--- config.mk ---
export PLATFORM = sky130hd
export DESIGN_NAME = bpa_word_alu
export DESIGN_NICKNAME = d
export VERILOG_FILES = /design/src/sv/bpa_pkg.sv /design/src/sv/bpa_word_alu.sv
export SDC_FILE = /design/constraint.sdc
export NUM_CORES = 1
export LEC_CHECK = 0
export ABC_AREA = 0
export ABC_CLOCK_PERIOD_IN_PS = 1950
export BUFFER_PORTS_ARGS = -buffer_cell sky130_fd_sc_hd__clkbuf_2
export CAP_MARGIN = 40
export CORE_MARGIN = 2
export CORE_UTILIZATION = 48
export DETAILED_ROUTE_END_ITERATION = 6
export PLACE_DENSITY = 0.82
export SYNTH_ARGS = -nofsm -noshare
export SYNTH_HDL_FRONTEND = slang
export SYNTH_SLANG_ARGS = --single-unit
--- constraint.sdc ---
create_clock -name vclk -period 1.95
set_input_delay 0.0975 -clock vclk [all_inputs]
set_output_delay 0.0975 -clock vclk [all_outputs]
set_load 0.005 [all_outputs]
--- src/sv/bpa_pkg.sv ---
// shared types and constants for the bitmap page allocator
`default_nettype none

package bpa_pkg;

	localparam int WORD_BITS = 32;
	localparam int BIT_W     = 5;

	localparam logic [15:0] COUNT_MAX         = 16'hFFFF;
	localparam logic [15:0] TOTAL_PAGES_RESET = 16'd32768;

	typedef enum logic [1:0] {
		REQ_ALLOC       = 2'd0,
		REQ_FREE        = 2'd1,
		REQ_FREE_REGION = 2'd2,
		REQ_RESERVE     = 2'd3
	} req_t;

	typedef enum logic [1:0] {
		STAT_DONE    = 2'd0,
		STAT_NO_FREE = 2'd1,
		STAT_BEYOND  = 2'd2
	} status_t;

	typedef enum logic [2:0] {
		ST_CLEAR,
		ST_IDLE,
		ST_PREP,
		ST_SETUP,
		ST_WALK,
		ST_PUSH
	} state_t;

	// bit range of one map entry and the operation to apply to it
	typedef struct packed {
		req_t             op;
		logic [BIT_W-1:0] lo;
		logic [BIT_W-1:0] hi;
	} word_cmd_t;

	typedef struct packed {
		logic                 found;
		logic [BIT_W-1:0]     idx;
		logic [WORD_BITS-1:0] word;
	} word_res_t;

endpackage

`default_nettype wire

--- src/sv/bpa_word_alu.sv ---
// modify one 32-bit map entry over a bit range and find its lowest free page
`default_nettype none

module bpa_word_alu (
	input  bpa_pkg::word_cmd_t cmd,
	input  logic [31:0]        word_in,
	output bpa_pkg::word_res_t res
);
	import bpa_pkg::*;

	logic [WORD_BITS-1:0] lo_mask;
	logic [WORD_BITS-1:0] hi_mask;
	logic [WORD_BITS-1:0] mask;
	logic [WORD_BITS-1:0] cand;
	logic [WORD_BITS-1:0] lowbit;
	logic [BIT_W-1:0]     idx;

	assign lo_mask = {WORD_BITS{1'b1}} << cmd.lo;
	assign hi_mask = {WORD_BITS{1'b1}} >> (BIT_W'(WORD_BITS - 1) - cmd.hi);
	assign mask    = lo_mask & hi_mask;

	// free pages inside the range, lowest one isolated
	assign cand   = ~word_in & mask;
	assign lowbit = cand & (~cand + 1'b1);

	always_comb begin
		idx = '0;
		for (int i = 0; i < WORD_BITS; i++) begin
			if (lowbit[i]) begin
				idx = idx | BIT_W'(i);
			end
		end
	end

	always_comb begin
		res.found = |cand;
		res.idx   = idx;
		case (cmd.op)
			REQ_ALLOC:       res.word = word_in | lowbit;
			REQ_FREE:        res.word = word_in & ~mask;
			REQ_FREE_REGION: res.word = word_in & ~mask;
			REQ_RESERVE:     res.word = word_in | mask;
			default:         res.word = word_in;
		endcase
	end

endmodule

`default_nettype wire
==> key figures, run 1 <==
Floorplan
  – Die width: approximately 74 um
  – Rows: 25
  – Starting density of the core: 0.4947
  – I/O pin cnt: 82
  – Die Y: about 74 um

Clocking
  – Post-CTS sizing: 124
  – Post-CTS Setup Bufs: 34
  – Hold buffer count at CTS: 0

Yosys
  – Sequential-to-total area share from yosys stat: 0
  – Mapped Avg Cell Area: 6.412 um^2
  – Netlist cell types: 76
  – Synth warn: 0
  – Synth top area share: 0.09272
  – Syn_nets: 407
  – Largest cells by area after synthesis: a21oi_1 9.3%, nor2_1 6.5%, nand2_1 5.2%, nor3_1 4.3%, a211oi_1 4.2%
  – Area leader, netlist: a21oi_1
  – Cell Area, Synth: 2321 um^2
  – Syn Inst Count: roughly 360

Placed design
  – # port buffers: 82
  – Final GP Congestion: 1.136
  – DP HPWL: 9504 um

Outcome
  – Status: aborted with a tool error
  – Failed at: clock tree synthesis
  – Stop err: [ERROR DPL-0033] detailed placement checks failed during check placement.
metrics by stage:
| stage | worst slack (ns) | instance area (um^2) | setup TNS, ns | cells |
|---|---|---|---|---|
| detailed placement | -0.7003 | 3739 | -13.65 | 607 |
| global placement | -0.5689 | 3739 | -10.32 | 607 |
| floorplan | -0.03829 | 2396 | -0.1904 | 362 |
synthesized netlist by cell type (5+ instances only):
library cell and n:
a21oi_1 43, nor2_1 40, nand2_1 32, nor3_1 20
o21ai_1 16, inv_1 15, o21ai_0 14, a211oi_1 13
a22oi_1 13, nand3_1 10, buf_6 8, nand4_1 8
buf_4 7, buf_2 6, clkbuf_1 6, nor3_2 6
a2111oi_2 5, and2_1 5
kinds of logic after synthesis:
group,Yosys count,share of synthesized area
AOI/OAI and AO/OA,154,0.4830
adders and majority gates,1,0.005390
buffers and inverters,45,0.1132
muxes,3,0.01294
and+or+nand+nor,159,0.3854
==> run 2: changes to the inputs <==
Settings changed: ABC_CLOCK_PERIOD_IN_PS 1950 to 2550, CORE_UTILIZATION 48 to 40, PLACE_DENSITY 0.82 to default, PLACE_DENSITY_LB_ADDON from default to 0.15.
Clock period 1.95 ns to 2.55 ns, I/O delays scaled along.
==> run 2 against run 1 <==
  * The run now ends clean
  * Synthesized cell count stayed put
  * Area after synthesis stayed put
==> key figures, run 2 <==
Outcome
  – Status: completed (was aborted with a tool error)

Drt
  – Routed WL: 11,050 um
  – DR vias: 3,592
  – DRC: 0
  – Initial DRT Pass Iterations: 5
  – Via-to-Cell Ratio: 6.236
  – DR WL/cell: 19.19 um
  – Routed Antenna Nets: 0
  – Initial DRC Count: approximately 370

Floorplan
  – Die width: 80.18 um (was 73.54 um)
  – Die area: 6428 um^2
  – Starting density of the core: 0.4189 (was 0.4947)
  – I/O pin cnt: 82 (unchanged)
  – Rows: 27 (was 25)
  – Die Y: 80.18 um (was 73.54 um)
  – Core ar.: approximately 5500 um^2

Yosys
  – Cell Area, Synth: 2321 um^2 (unchanged)
  – Area leader, netlist: a21oi_1 (unchanged)
  – Syn Inst Count: 362 (unchanged)
  – Syn_nets: 407 (unchanged)
  – Most frequent cell after synthesis: a21oi_1 (unchanged)
  – Synth top area share: 0.09272 (unchanged)
  – Largest cells by area after synthesis: a21oi_1 9.3%, nor2_1 6.5%, nand2_1 5.2%, nor3_1 4.3%, a211oi_1 4.2% (unchanged)
  – Sequential-to-total area share from yosys stat: 0 (unchanged)
  – Post-synth top cells: 43 x a21oi_1, 40 x nor2_1, 32 x nand2_1 (unchanged)
  – Netlist cell types: 76 (unchanged)
  – Synth warn: 0 (unchanged)
  – Mapped Avg Cell Area: 6.412 um^2 (unchanged)

Timing
  – Fmax: 0.4026 GHz
  – Fin crit share: 0.9740
  – Final setup viols: 0
  – Setup TNS: 0 ns
  – Minimum clock period: 2.484 ns
  – Minimum hold slack: 0.5451 ns
  – Pins Over Slew Limit: 0
  – Worst Max-Slew Pin Slew: between 0.6 and 0.7 ns
  – Fin. Hold Viols: 0
  – RSZ-0062 raised after global routing: yes
  – Rel. slew slack: 0.5821

GRT
  – Antenna violations before repair: 0
  – Vias in the first global route: approximately 3.2k
  – First-pass GRT wire length: 16,130 um
  – Total GRT Usage: 0.3169
  – Pin count of the biggest net entering global routing: 24
  – Grt ovf: 0

Worst setup path
  – WS Path Type: in -> out
  – Top Family by Delay on Critical Path: simple AND/OR/NAND/NOR gates
  – WP buf/inv: 5
  – CP max FO: 6
  – Critical Path AT: 2.36 ns
  – CP dominant cell by count: buf_4
  – Required @ worst endpoint: around 2.4 ns
  – Cells along the critical path: clkbuf_4, nor2_4, buf_4, or4b_1, o21a_1, nand4_1, buf_6, nor4_2, buf_4, a311oi_2, nand3_1, clkbuf_2
  – Crit path from: cmd[4]
  – Max incr delay on CP: 0.52 ns
  – Crit. End Element: output pin
  – CP startpoint kind: input pin
  – Slowest cell on the critical path: or4b_1

Finish
  – Most frequent cells in the layout: 73 x clkbuf_2, 71 x buf_4, 40 x a21oi_1
  – Layout net count: 551
  – Footprint of the multi-input gates: 2277 um^2
  – Seq. cell area: 0 um^2
  – Final-layout clock buffer total: 0
  – Area Overhead vs Synth: 59.35%
  – Num sequential: 0
  – Diodes inserted: 0
  – Layout cell share with drive strength beyond 1: 0.4504
  – Most common cell after layout, fill and taps aside: clkbuf_2
  – Filler cells: 522

Worst hold path
  – Hold Path Class: in -> out
  – Hold path startpoint: word_in[12]

Placed design
  – DP HPWL: 8305 um (was 9504 um)
  – Final GP Congestion: 0.9538 (was 1.136)
  – # port buffers: 82 (unchanged)

Power
  – PwrDens: approximately 230 nW/um^2
  – Total power draw: roughly 840 uW
  – Peak supply drop: 138.4 uV
  – Leak: 0.001612 uW

Job
  – Max Cap Violations: 0
[run 2: cell counts after synthesis]
No cell type changed its count.
[run 2: kinds of logic after synthesis]
group	after synthesis	share of synthesized area
muxes	3	0.01294
buffers and inverters	45	0.1132
AOI/OAI and AO/OA	154	0.4830
and+or+nand+nor	159	0.3854
adders and majority gates	1	0.005390
[run 2: stage by stage]
stage               cells  utilization  cell area [um^2]  setup WS [ns]
global placement      566       0.5926              3283       -0.04519
global route          576       0.6676              3699       -0.02111
CTS                   566       0.5946              3294       0.002033
floorplan             362            -              2321         0.4380
finish                576       0.6676              3699        0.06637
detailed placement    566       0.5926              3283       -0.03869
[run 2: path summary, 6_finish.rpt]
| path | depth (start not counted) | endpoint |
|---|---|---|
| worst max-delay path | 12 | res[33] |
| worst min-delay path | 4 | res[12] |
[run 2: layout make-up]
cell class         instances  area share
well taps                 72     0.02436
inverters                 17     0.01725
repair buffers           169      0.3427
multi-input cells        318      0.6157
[run 2: timing repair]
item                                    4_1_cts  5_1_grt
gates cloned                                  0        4
hold buffers                                  0        0
endpoints found under the setup margin        4       18
pin swaps                                     1       18
resized for setup                             2       71
setup buffers                                 0        6
[run 2: power by group]
| part | internal, uW | total [uW] | leakage (uW) | switching [uW] |
|---|---|---|---|---|
| combinational | 383 | 840 | 0.00161 | 456 |
| sequential | 0 | 0 | 0 | 0 |
| clock | 0 | 0 | 0 | 0 |
[run 2: layer usage]
layer	wire [um]	up-vias	global-route usage
met5	0	-	0
met1	4605	1668	0.4479
li1	-	1706	-
met4	247	0	0.05593
met3	955	23	0.01461
met2	5243	195	0.5350
[run 2: worst min-delay path: stages]
cell      delay (ns)
clkbuf_2        0.09
nand2_1         0.04
o21ai_1         0.05
clkbuf_2        0.10
No activity file was read; power rests on OpenSTA's default activity.
==> run 3: changes to the inputs <==
Settings changed: SETUP_SLACK_MARGIN from default to 0.5.
==> run 3 against run 2 <==
  * The run now ends with setup timing left
  * Cell count rose by 6.9%
  * Combinational power rose by 25%
  * Hold slack improved by 0.0034 ns
  * Die area did not move
  * Design area rose by 21%
  * Worst setup slack got worse by 0.083 ns
  * Sequential share of layout area did not move
  * Global-route usage rose by 4.1 points
  * Non-clock buffer count rose by 41
  * Largest cell class unchanged
==> key figures, run 3 (synthesized netlist as in run 2, its figures left out) <==
Drt
  – Routed WL: 13,630 um (was 11,050 um)
  – DR WL/cell: 22.12 um (was 19.19 um)
  – Via-to-Cell Ratio: 6.821 (was 6.236)
  – DR vias: 4,202 (was 3,592)
  – Routed Antenna Nets: 0 (unchanged)
  – Initial DRT Pass Iterations: 6 (was 5)
  – DRC: 0 (unchanged)
  – Initial DRC Count: 551 (was 367)

Floorplan
  – Starting density of the core: 0.4189 (unchanged)
  – Die Y: 80.18 um (unchanged)
  – I/O pin cnt: 82 (unchanged)
  – Die area: 6428 um^2 (unchanged)
  – Rows: 27 (unchanged)
  – Die width: 80.18 um (unchanged)
  – Core ar.: 5540 um^2 (unchanged)

Finish
  – Layout net count: 591 (was 551)
  – Diodes inserted: 0 (unchanged)
  – Layout cell share with drive strength beyond 1: 0.5643 (was 0.4504)
  – Num sequential: 0 (unchanged)
  – Most frequent cells in the layout: 99 x buf_4, 64 x clkbuf_2, 36 x a21oi_1 (was 73 x clkbuf_2, 71 x buf_4, 40 x a21oi_1)
  – Most common cell after layout, fill and taps aside: buf_4 (was clkbuf_2)
  – Final-layout clock buffer total: 0 (unchanged)
  – Filler cells: 357 (was 522)
  – Seq. cell area: 0 um^2 (unchanged)
  – Area Overhead vs Synth: 92.72% (was 59.35%)

Placed design
  – Final GP Congestion: 0.9911 (was 0.9538)
  – # port buffers: 82 (unchanged)
  – DP HPWL: 8371 um (was 8305 um)

Worst setup path
  – Critical Path AT: 2.44 ns (was 2.36 ns)
  – CP startpoint kind: input pin (unchanged)
  – CP dominant cell by count: buf_6 (was buf_4)
  – Crit path from: cmd[1] (was cmd[4])
  – CP max FO: 9 (was 6)
  – Top Family by Delay on Critical Path: simple AND/OR/NAND/NOR gates (unchanged)
  – Crit path capture: res[36] (was res[33])
  – Crit. End Element: output pin (unchanged)
  – Required @ worst endpoint: 2.42 ns (about the same)
  – Cells along the critical path: clkbuf_8, nor3_4, buf_4, a211oi_4, nor4_4, nand4_4, buf_6, buf_6, a211oi_1, nor2_1, nand4_1, clkbuf_2 (was clkbuf_4, nor2_4, buf_4, or4b_1, o21a_1, nand4_1, buf_6, nor4_2, buf_4, a311oi_2, nand3_1, clkbuf_2)
  – WP buf/inv: 5 (unchanged)
  – Max incr delay on CP: 0.40 ns (was 0.52 ns)
  – Slowest cell on the critical path: a211oi_1 (was or4b_1)
  – Critical Path Stages: 12 (unchanged)
  – WS Path Type: in -> out (unchanged)

Timing
  – Worst Max-Slew Pin Slew: 0.7858 ns (was 0.6268 ns)
  – Fin. Hold Viols: 0 (unchanged)
  – Pins Over Slew Limit: 0 (unchanged)
  – Fmax: 0.3896 GHz (was 0.4026 GHz)
  – Setup TNS: -0.01643 ns (was 0 ns)
  – Rel. slew slack: 0.4761 (was 0.5821)
  – Setup WS post-layout: -0.01643 ns (was 0.06637 ns)
  – Fin crit share: 1.006 (was 0.9740)
  – Minimum clock period: 2.566 ns (was 2.484 ns)
  – Minimum hold slack: 0.5485 ns (was 0.5451 ns)
  – RSZ-0062 raised after global routing: yes (unchanged)
  – Final setup viols: 1 (was 0)

Power
  – Peak supply drop: 129.4 uV (was 138.4 uV)
  – PwrDens: 234.3 nW/um^2 (was 227.0 nW/um^2)
  – Leak: 0.001930 uW (was 0.001612 uW)

GRT
  – Pin count of the biggest net entering global routing: 22 (was 24)
  – First-pass GRT wire length: 18,240 um (was 16,130 um)
  – Total GRT Usage: 0.3580 (was 0.3169)
  – Vias in the first global route: 3,644 (was 3,210)
  – Grt ovf: 0 (unchanged)
  – Antenna violations before repair: 0 (unchanged)

Job
  – Max Cap Violations: 0 (unchanged)

Worst hold path
  – Hold Path Class: in -> out (unchanged)

Clocking
  – Hold buffer count at CTS: 0 (unchanged)

Outcome
  – Failing checks: setup timing
  – Status: finished with violations (was completed)
## run 3: cell count changes in the layout (fill, tap and decap cells not counted), sizes merged
cell    before  now
nor2        42   41
bufbuf       0    1
buf         92  136
clkbuf      77   73
## run 3: how the worst min path moves through the flow
stage / start / end / slack [ns] / cells after the start
5_1_grt: word_in[12] / res[12] / 0.58 / 4
4_1_cts: word_in[31] / res[31] / 0.54 / 4
6_report: word_in[31] / res[31] / 0.55 / 4
3_3_place_gp: word_in[12] / res[12] / 0.54 / 4
2_1_floorplan: word_in[12] / res[12] / 0.35 / 2
3_5_place_dp: word_in[31] / res[31] / 0.54 / 4
## run 3: metal layers
| layer | GRT usage | share of wire | vias to the layer above |
|---|---|---|---|
| li1 | - | - | 1785 |
| met5 | 0 | 0 | - |
| met2 | 0.6033 | 0.46 | 369 |
| met3 | 0.06742 | 0.12 | 122 |
| met1 | 0.4506 | 0.36 | 1926 |
| met4 | 0.1305 | 0.070 | 0 |
## run 3: area by class of cell
type | count | area (um^2) | share of cell area
inverter | 17 | 63.81 | 0.01427
multi-input combinational | 317 | 2608 | 0.5829
tap | 72 | 90.09 | 0.02014
timing repair buffer | 210 | 1712 | 0.3827
## run 3: timing repair
item	CTS	global route
gates cloned	2	2
gates resized for setup	92	54
endpoints found under the setup margin	34	34
pin swaps	38	28
hold endpoints to repair	0	0
setup buffers	20	17
## run 3: stage by stage
stage / worst slack (ns) / util / total power, uW / cell area (um^2) / instances
after floorplan: 0.4955 / - / 402.5 / 2364 / 362
after global placement: -0.07484 / 0.6102 / 725.0 / 3381 / 575
after detailed placement: 0.006310 / 0.6102 / 728.8 / 3381 / 575
after CTS: 0.1735 / 0.7324 / 887.0 / 4058 / 597
after global routing: -0.07862 / 0.8074 / 1096 / 4473 / 616
final: -0.01643 / 0.8074 / 1048 / 4473 / 616
## run 3: where the power goes
group	total [uW]	switching [uW]	internal [uW]
combinational	1050	565	483
sequential	0	0	0
clock	0	0	0
## run 3: worst min-delay path, cell delays in order
cell and delay [ns]:
clkbuf_2 0.09, nand2_1 0.04, o21ai_1 0.05, buf_2 0.11
